$ cat src/hw/rtl/urx_pkg.sv
// urx_pkg: shared types and constants of the serial receiver
// no dependencies; used by every module of the receiver
`timescale 1ns / 1ps

package urx_pkg;

   localparam int BYTE_W           = 8;
   localparam int LEN_W            = 16;
   localparam int COUNT_W          = 17;
   localparam int QUEUE_DEPTH      = 2;
   localparam int QUEUE_PTR_W      = $clog2(QUEUE_DEPTH);
   localparam int QUEUE_CNT_W      = $clog2(QUEUE_DEPTH + 1);
   localparam logic [LEN_W-1:0] BIT_LENGTH_RESET = 16'd434;

   typedef enum logic {
      RX_IDLE,
      RX_DATA
   } urx_state_type;

   // one processed tick, handed from the front to the back
   typedef struct packed {
      logic              finished;
      logic [BYTE_W-1:0] word;
      logic              ready;
   } urx_entry_type;

endpackage

$ cat src/hw/rtl/urx_front.sv
// urx_front: line synchronizer, bit timing and shift register of the receiver
// depends on urx_pkg; pushes one urx_entry_type per accepted tick
`timescale 1ns / 1ps

module urx_front import urx_pkg::*; #(
   parameter int DATA_BITS   = 8,
   parameter int SYNC_STAGES = 2
) (
   input  logic             clock,
   input  logic             reset,
   input  logic             req_valid,
   output logic             req_ready,
   input  logic             req_rx_line,
   input  logic             req_out_ready,
   input  logic             csr_valid,
   output logic             csr_ready,
   input  logic [LEN_W-1:0] csr_bit_length,
   input  logic             q_full,
   output logic             q_push,
   output urx_entry_type    q_entry
);

   localparam int IDX_W = (DATA_BITS > 1) ? $clog2(DATA_BITS) : 1;

   logic                 accept;
   logic                 line_s;
   urx_state_type        state_ff, state_in;
   logic [COUNT_W-1:0]   count_ff, count_in;
   logic [IDX_W-1:0]     idx_ff, idx_in;
   logic [DATA_BITS-1:0] shift_ff, shift_in;
   logic [LEN_W-1:0]     bit_length_ff;
   logic [COUNT_W:0]     triple;
   logic [COUNT_W-1:0]   load_half;
   logic [COUNT_W-1:0]   load_bit;
   logic                 finished;

   assign req_ready = !q_full;
   assign accept    = req_valid && req_ready;
   assign csr_ready = 1'b1;

   // synchronizer, advances once per tick
   if (SYNC_STAGES == 0) begin : g_nosync
      assign line_s = req_rx_line;
   end else begin : g_sync
      logic [SYNC_STAGES-1:0] sync_ff, sync_in;
      if (SYNC_STAGES == 1) begin : g_one
         assign sync_in = req_rx_line;
      end else begin : g_many
         assign sync_in = {sync_ff[SYNC_STAGES-2:0], req_rx_line};
      end
      always_ff @(posedge clock) begin
         if (reset) begin
            sync_ff <= '1;
         end else if (accept) begin
            sync_ff <= sync_in;
         end
      end
      assign line_s = sync_ff[SYNC_STAGES-1];
   end

   always_ff @(posedge clock) begin
      if (reset) begin
         bit_length_ff <= BIT_LENGTH_RESET;
      end else if (csr_valid && csr_ready) begin
         bit_length_ff <= csr_bit_length;
      end
   end

   // countdown reloads, 17-bit wraparound
   assign triple    = {2'b00, bit_length_ff} + {1'b0, bit_length_ff, 1'b0};
   assign load_half = triple[COUNT_W:1] - COUNT_W'(1);
   assign load_bit  = {1'b0, bit_length_ff} - COUNT_W'(1);

   always_comb begin
      state_in = state_ff;
      count_in = count_ff;
      idx_in   = idx_ff;
      shift_in = shift_ff;
      finished = 1'b0;
      unique case (state_ff)
         RX_IDLE: begin
            if (count_ff == '0) begin
               if (!line_s) begin
                  state_in = RX_DATA;
                  count_in = load_half;
               end
            end else begin
               count_in = count_ff - COUNT_W'(1);
            end
         end
         RX_DATA: begin
            if (count_ff == '0) begin
               shift_in = {line_s, shift_ff[DATA_BITS-1:1]};
               count_in = load_bit;
               if (idx_ff == IDX_W'(DATA_BITS - 1)) begin
                  idx_in   = '0;
                  finished = 1'b1;
                  state_in = RX_IDLE;
               end else begin
                  idx_in = idx_ff + IDX_W'(1);
               end
            end else begin
               count_in = count_ff - COUNT_W'(1);
            end
         end
         default: begin
            state_in = RX_IDLE;
         end
      endcase
   end

   always_ff @(posedge clock) begin
      if (reset) begin
         state_ff <= RX_IDLE;
         count_ff <= '0;
         idx_ff   <= '0;
      end else if (accept) begin
         state_ff <= state_in;
         count_ff <= count_in;
         idx_ff   <= idx_in;
      end
   end

   always_ff @(posedge clock) begin
      if (accept) begin
         shift_ff <= shift_in;
      end
   end

   assign q_push           = accept;
   assign q_entry.finished = finished;
   assign q_entry.word     = BYTE_W'(shift_in);
   assign q_entry.ready    = req_out_ready;

endmodule

$ cat src/hw/rtl/urx_queue.sv
// urx_queue: short flop queue between the front and the back
// depends on urx_pkg for the entry type and depth
`timescale 1ns / 1ps

module urx_queue import urx_pkg::*; (
   input  logic          clock,
   input  logic          reset,
   input  logic          push,
   input  urx_entry_type push_entry,
   output logic          full,
   output logic          not_empty,
   input  logic          pop,
   output urx_entry_type pop_entry
);

   urx_entry_type          slot_ff [QUEUE_DEPTH];
   logic [QUEUE_PTR_W-1:0] wr_ptr_ff, wr_ptr_in;
   logic [QUEUE_PTR_W-1:0] rd_ptr_ff, rd_ptr_in;
   logic [QUEUE_CNT_W-1:0] count_ff, count_in;

   assign full      = (count_ff == QUEUE_CNT_W'(QUEUE_DEPTH));
   assign not_empty = (count_ff != '0);
   assign pop_entry = slot_ff[rd_ptr_ff];

   always_comb begin
      wr_ptr_in = wr_ptr_ff;
      rd_ptr_in = rd_ptr_ff;
      count_in  = count_ff;
      if (push) begin
         wr_ptr_in = (wr_ptr_ff == QUEUE_PTR_W'(QUEUE_DEPTH - 1)) ? '0
                                                                   : wr_ptr_ff + QUEUE_PTR_W'(1);
      end
      if (pop) begin
         rd_ptr_in = (rd_ptr_ff == QUEUE_PTR_W'(QUEUE_DEPTH - 1)) ? '0
                                                                   : rd_ptr_ff + QUEUE_PTR_W'(1);
      end
      if (push && !pop) begin
         count_in = count_ff + QUEUE_CNT_W'(1);
      end else if (pop && !push) begin
         count_in = count_ff - QUEUE_CNT_W'(1);
      end
   end

   always_ff @(posedge clock) begin
      if (reset) begin
         wr_ptr_ff <= '0;
         rd_ptr_ff <= '0;
         count_ff  <= '0;
      end else begin
         wr_ptr_ff <= wr_ptr_in;
         rd_ptr_ff <= rd_ptr_in;
         count_ff  <= count_in;
      end
   end

   always_ff @(posedge clock) begin
      if (push) begin
         slot_ff[wr_ptr_ff] <= push_entry;
      end
   end

endmodule

$ cat src/hw/rtl/urx_back.sv
// urx_back: one-entry byte holder and registered result stage
// depends on urx_pkg; takes entries from urx_queue
`timescale 1ns / 1ps

module urx_back import urx_pkg::*; (
   input  logic              clock,
   input  logic              reset,
   input  logic              q_not_empty,
   input  urx_entry_type     q_entry,
   output logic              q_pop,
   output logic              rsp_valid,
   input  logic              rsp_ready,
   output logic              rsp_out_valid,
   output logic [BYTE_W-1:0] rsp_out_data
);

   logic              holder_full_ff, holder_full_in;
   logic [BYTE_W-1:0] holder_word_ff, holder_word_in;
   logic              rsp_valid_ff;
   logic              out_valid_ff, out_valid_in;
   logic [BYTE_W-1:0] out_data_ff, out_data_in;

   assign q_pop = q_not_empty && (!rsp_valid_ff || rsp_ready);

   // a byte finishing while the holder is full is dropped
   always_comb begin
      out_valid_in   = holder_full_ff || q_entry.finished;
      holder_word_in = holder_full_ff ? holder_word_ff : q_entry.word;
      out_data_in    = out_valid_in ? holder_word_in : '0;
      holder_full_in = out_valid_in && !q_entry.ready;
   end

   always_ff @(posedge clock) begin
      if (reset) begin
         holder_full_ff <= 1'b0;
         rsp_valid_ff   <= 1'b0;
      end else begin
         if (q_pop) begin
            holder_full_ff <= holder_full_in;
         end
         if (q_pop) begin
            rsp_valid_ff <= 1'b1;
         end else if (rsp_ready) begin
            rsp_valid_ff <= 1'b0;
         end
      end
   end

   always_ff @(posedge clock) begin
      if (q_pop) begin
         holder_word_ff <= holder_word_in;
         out_valid_ff   <= out_valid_in;
         out_data_ff    <= out_data_in;
      end
   end

   assign rsp_valid     = rsp_valid_ff;
   assign rsp_out_valid = out_valid_ff;
   assign rsp_out_data  = out_data_ff;

endmodule

$ cat src/hw/rtl/uart_receiver.sv
// an accepted tick is queued; the back registers its result when it pops the entry
// throughput: one tick per cycle while the queue is not full; the back takes one
//   queue entry per cycle while the result stage is empty or its result is taken
// reset (synchronous, active high): line synchronizer to ones, bit timer and
//   holder cleared, bit length back to 434, queue and result stage empty
`timescale 1ns / 1ps

// uart_receiver: top level of the serial byte receiver
// depends on urx_pkg, urx_front, urx_queue and urx_back
module uart_receiver import urx_pkg::*; #(
   parameter int DATA_BITS   = 8,
   parameter int SYNC_STAGES = 2
) (
   input  logic              clock,
   input  logic              reset,
   // tick channel: one item per serial clock tick
   input  logic              req_valid,
   output logic              req_ready,
   input  logic              req_rx_line,
   input  logic              req_out_ready,
   // result channel: one item per tick
   output logic              rsp_valid,
   input  logic              rsp_ready,
   output logic              rsp_out_valid,
   output logic [BYTE_W-1:0] rsp_out_data,
   // bit length register write
   input  logic              csr_valid,
   output logic              csr_ready,
   input  logic [LEN_W-1:0]  csr_bit_length
);

   // front to queue
   logic          q_push;
   logic          q_full;
   urx_entry_type q_push_entry;
   // queue to back
   logic          q_pop;
   logic          q_not_empty;
   urx_entry_type q_pop_entry;

   // front: synchronizer, start detect, mid-bit sampling, shift register
   urx_front #(
      .DATA_BITS   (DATA_BITS),
      .SYNC_STAGES (SYNC_STAGES)
   ) u_front (
      .clock          (clock),
      .reset          (reset),
      .req_valid      (req_valid),
      .req_ready      (req_ready),
      .req_rx_line    (req_rx_line),
      .req_out_ready  (req_out_ready),
      .csr_valid      (csr_valid),
      .csr_ready      (csr_ready),
      .csr_bit_length (csr_bit_length),
      .q_full         (q_full),
      .q_push         (q_push),
      .q_entry        (q_push_entry)
   );

   // short queue so the front keeps running while a result waits
   urx_queue u_queue (
      .clock      (clock),
      .reset      (reset),
      .push       (q_push),
      .push_entry (q_push_entry),
      .full       (q_full),
      .not_empty  (q_not_empty),
      .pop        (q_pop),
      .pop_entry  (q_pop_entry)
   );

   // back: byte holder with consumer handshake, registered result
   urx_back u_back (
      .clock         (clock),
      .reset         (reset),
      .q_not_empty   (q_not_empty),
      .q_entry       (q_pop_entry),
      .q_pop         (q_pop),
      .rsp_valid     (rsp_valid),
      .rsp_ready     (rsp_ready),
      .rsp_out_valid (rsp_out_valid),
      .rsp_out_data  (rsp_out_data)
   );

endmodule

$ cat config.mk
export PLATFORM = sky130hd
export DESIGN_NAME = uart_receiver
export DESIGN_NICKNAME = d
export VERILOG_FILES = /design/src/hw/rtl/urx_pkg.sv /design/src/hw/rtl/urx_front.sv /design/src/hw/rtl/urx_queue.sv /design/src/hw/rtl/urx_back.sv /design/src/hw/rtl/uart_receiver.sv
export SDC_FILE = /design/constraint.sdc
export NUM_CORES = 1
export LEC_CHECK = 0
export ABC_AREA = 1
export BUFFER_PORTS_ARGS = -buffer_cell sky130_fd_sc_hd__clkbuf_2
export CORE_UTILIZATION = 50
export CTS_CLUSTER_DIAMETER = 150
export CTS_CLUSTER_SIZE = 20
export DETAILED_ROUTE_END_ITERATION = 12
export HOLD_SLACK_MARGIN = 0.02
export PLACE_DENSITY = 0.74
export SYNTH_ARGS = -nofsm -noshare
export SYNTH_HDL_FRONTEND = slang
export SYNTH_SLANG_ARGS = --single-unit
$ cat constraint.sdc
create_clock -name clock -period 4.8 [get_ports clock]
set_clock_uncertainty 0.2 [all_clocks]
set_input_delay 0.48 -clock clock [delete_from_list [all_inputs] [get_ports clock]]
set_output_delay 0.48 -clock clock [all_outputs]
set_load 0.01 [all_outputs]
==> results.cfg <==
[outcome]
outcome = finished with violations
violations = design-rule violations

[clocking]
cts_buffers = 9
cts_setup_buffers = 0
post_cts_resized = 0
clock_latency_ns = 0.35
cts_sinks = 91
ctsLongestPathBuffers = 2
cts_tree = yes
clock-root-buffer = clkbuf_16
hold_buffers = 0
htree_levels = 3
cts.clk_slew.worst_paths_ns = 0.07

[place]
hpwlAfterDp_mm = 9.75
globalplace.congestion = 0.900
placement.cell_area_um2 = 6310
numPortBuffers = 33

[logic_synthesis]
yosysSeqAreaShare = 0.377
synthFlopType = dfxtp_1
yosysMostFrequentCell = nand2_1
synth_common_cells = 191 x nand2_1, 125 x inv_1, 64 x nor2_1
syn_area_per_cell_um2 = 7.49
ys_types = 47
synth-seq-cells = 91
netlist_instances = 805
yosys.area.top_type_share = 0.224
synth_edf_count = 45
yosysTopAreaCell = edfxtp_1
syn_nets = 868
async_flop_share = 0
yosysWarnings = 0
syn_area_um2 = 6030
ys_top_cells_by_area = edfxtp_1 22%, dfxtp_1 15%, nand2_1 12%, ha_1 8.1%, inv_1 7.8%

[drt]
drt_pre_antenna_iters = 9
wl_per_cell_um = 12.9
wl_mm = 12.7
drt-initial-drc-count = 310
post-route-drc-count = 1
ant_nets = 0
avgViaCountPerCell = 5.12
vias = 5030

[sta]
min_period_ns = 2.84
rsz0062_at_grt = no
setup_viol = 0
hold_violations = 0
fmax_mhz = 352
tightest_slew_ns = 1.04
drv_slew = 0
fin_crit_sh = 0.591
relSlewSlack = 0.304
fin_tns_setup_ns = 0

[power_and_ir_drop]
internal_power_w = 0.00193
pwr-share-clk = 0.237
power_frac_seq = 0.385
leakage_nw = 3.18
switching_share = 0.387
powerDensity_nw_per_um2 = 476
p_switching_w = 0.00122
power_frac_comb = 0.378
ir_worst_vdd_mv = 0.243

[setup_path]
max_stage_delay_ns = 0.43
slowest_stage = fa_1
crit_type = reg -> reg
arrival_ns = 2.93
cpMostUsedCell = nand2_1
crit_path_end_kind = flop
cp_cell_sequence = ha_1, fa_1, inv_1, ha_1, inv_1, a21oi_1, nand3_1, nor2_1, nand2_2, nor2_4, nand2_2, nor2_4, nand2_1, nand2_1, nand2_1, a21oi_2
crit_path_max_fanout = 4
crit_required_ns = 4.89
worst_setup_path_start_kind = flop

[global_routing]
grt_first_pass_wirelength_mm = 21.7
antenna_found_initial = 0
overflow = 0
grt_max_degree = 28
grt_usage = 0.215
grt_pass1_vias = 4628

[cells_and_area]
fin_area_um2 = 6620
postLayoutCoreUtil = 0.573
finalNetCount = 898
area_growth_pct = 9.86
n_antenna_cell = 0
drive_above_1_share = 0.113

[job]
drv_cap = 0

[min_path]
hp-class = in -> reg

[floorplan]
die-area_um2 = 12500
die_x_um = 112
fp.dieH_um = 112
coreArea_um2 = 11600
initial_core_util = 0.521
rows = 39
pin_count = 35
state kept, by name, summed over array words and instances (netlist names), named ones only:
name / flops
u_back.holder_word_ff: 8
u_front.g_sync.sync_ff: 2
u_queue.wr_ptr_ff: 1
u_front.shift_ff: 8
u_back.rsp_out_data: 8
u_front.idx_ff: 3
u_front.bit_length_ff: 16
u_queue.rd_ptr_ff: 1
u_back.rsp_valid: 1
u_back.rsp_out_valid: 1
u_front.state_ff: 1
u_queue.slot_ff: 20
u_back.holder_full_ff: 1
u_queue.count_ff: 2
u_front.count_ff: 17
layer usage:
layer / vias up / GRT usage / routed length [um]
met5: - / 0 / 0
met4: 0 / 0.0820 / 313
met3: 26 / 0.0348 / 549
met2: 126 / 0.340 / 5490
met1: 2199 / 0.296 / 6320
li1: 2679 / - / -
cell families after synthesis:
group,synth area share
adders and majority gates,0.0843
buffers and inverters,0.0957
AOI/OAI and AO/OA,0.129
xor gates and xnor gates,0.0407
DFF,0.377
other,0.000622
and+or+nand+nor,0.273
power by group through the flow:
stage | logic (W) | registers [W] | clock network [W]
floorplan | 0.000912 | 0.00122 | 0
global placement | 0.00117 | 0.00122 | 0
detailed placement | 0.00118 | 0.00123 | 0
CTS | 0.00119 | 0.00121 | 0.000760
global route | 0.00135 | 0.00124 | 0.000787
finish | 0.00119 | 0.00121 | 0.000747
layout make-up:
class                           count  area, um^2
Tap cell                          143         179
Inverter                          134         505
Multi-Input combinational cell    566        3180
Timing Repair Buffer               33         165
Clock buffer                        9         225
Fill cell                        1077        4940
Clock inverter                      7        92.6
Sequential cell                    91        2270
cell usage in the layout (no fill, tap or decap), types with 10 or more instances in the layout:
cell type  netlist  final
a21oi_1         46     45
inv_1          125    125
xor2_1          26     26
o21ai_0         52     52
o211ai_1        11     11
nor2_1          64     64
edfxtp_1        45     45
nand2_2         10     10
ha_1            39     39
nand3_1         45     45
nand2_1        191    191
dfxtp_1         46     46
clkbuf_2         0     33
final timing paths:
path	depth (start not counted)	endpoint	from	slack [ns]
setup / recovery	16	u_front.count_ff[12]	u_front.bit_length_ff[1]	1.96
hold / removal	1	u_queue.slot_ff[1][0]	req_out_ready	0.14
setup reg to reg	16	u_front.count_ff[12]	u_front.bit_length_ff[1]	1.96
hold reg to reg	1	flop	u_queue.rd_ptr_ff	0.26
worst max-delay path, delay by kind of cell, from the launching register on:
| family | cells | cell delay [ns] |
|---|---|---|
| buffers and inverters | 2 | 0.13 |
| adder cells (fa/ha/maj) | 3 | 0.85 |
| flip-flops | 1 | 0.40 |
| AND/OR/NAND/NOR | 9 | 0.92 |
| AO/OA/AOI/OAI | 2 | 0.27 |
stage by stage:
step                std cells  power [W]  setup slack [ns]  hold slack [ns]
finish                    983    0.00315              1.96            0.135
floorplan                 805    0.00213              1.99            0.226
global route              983    0.00338              1.68            0.136
detailed placement        967    0.00240              1.99            0.248
global placement          967    0.00239              2.08            0.235
CTS                       983    0.00316              1.97            0.131
Note: power is estimated with default switching activity, not from simulation.
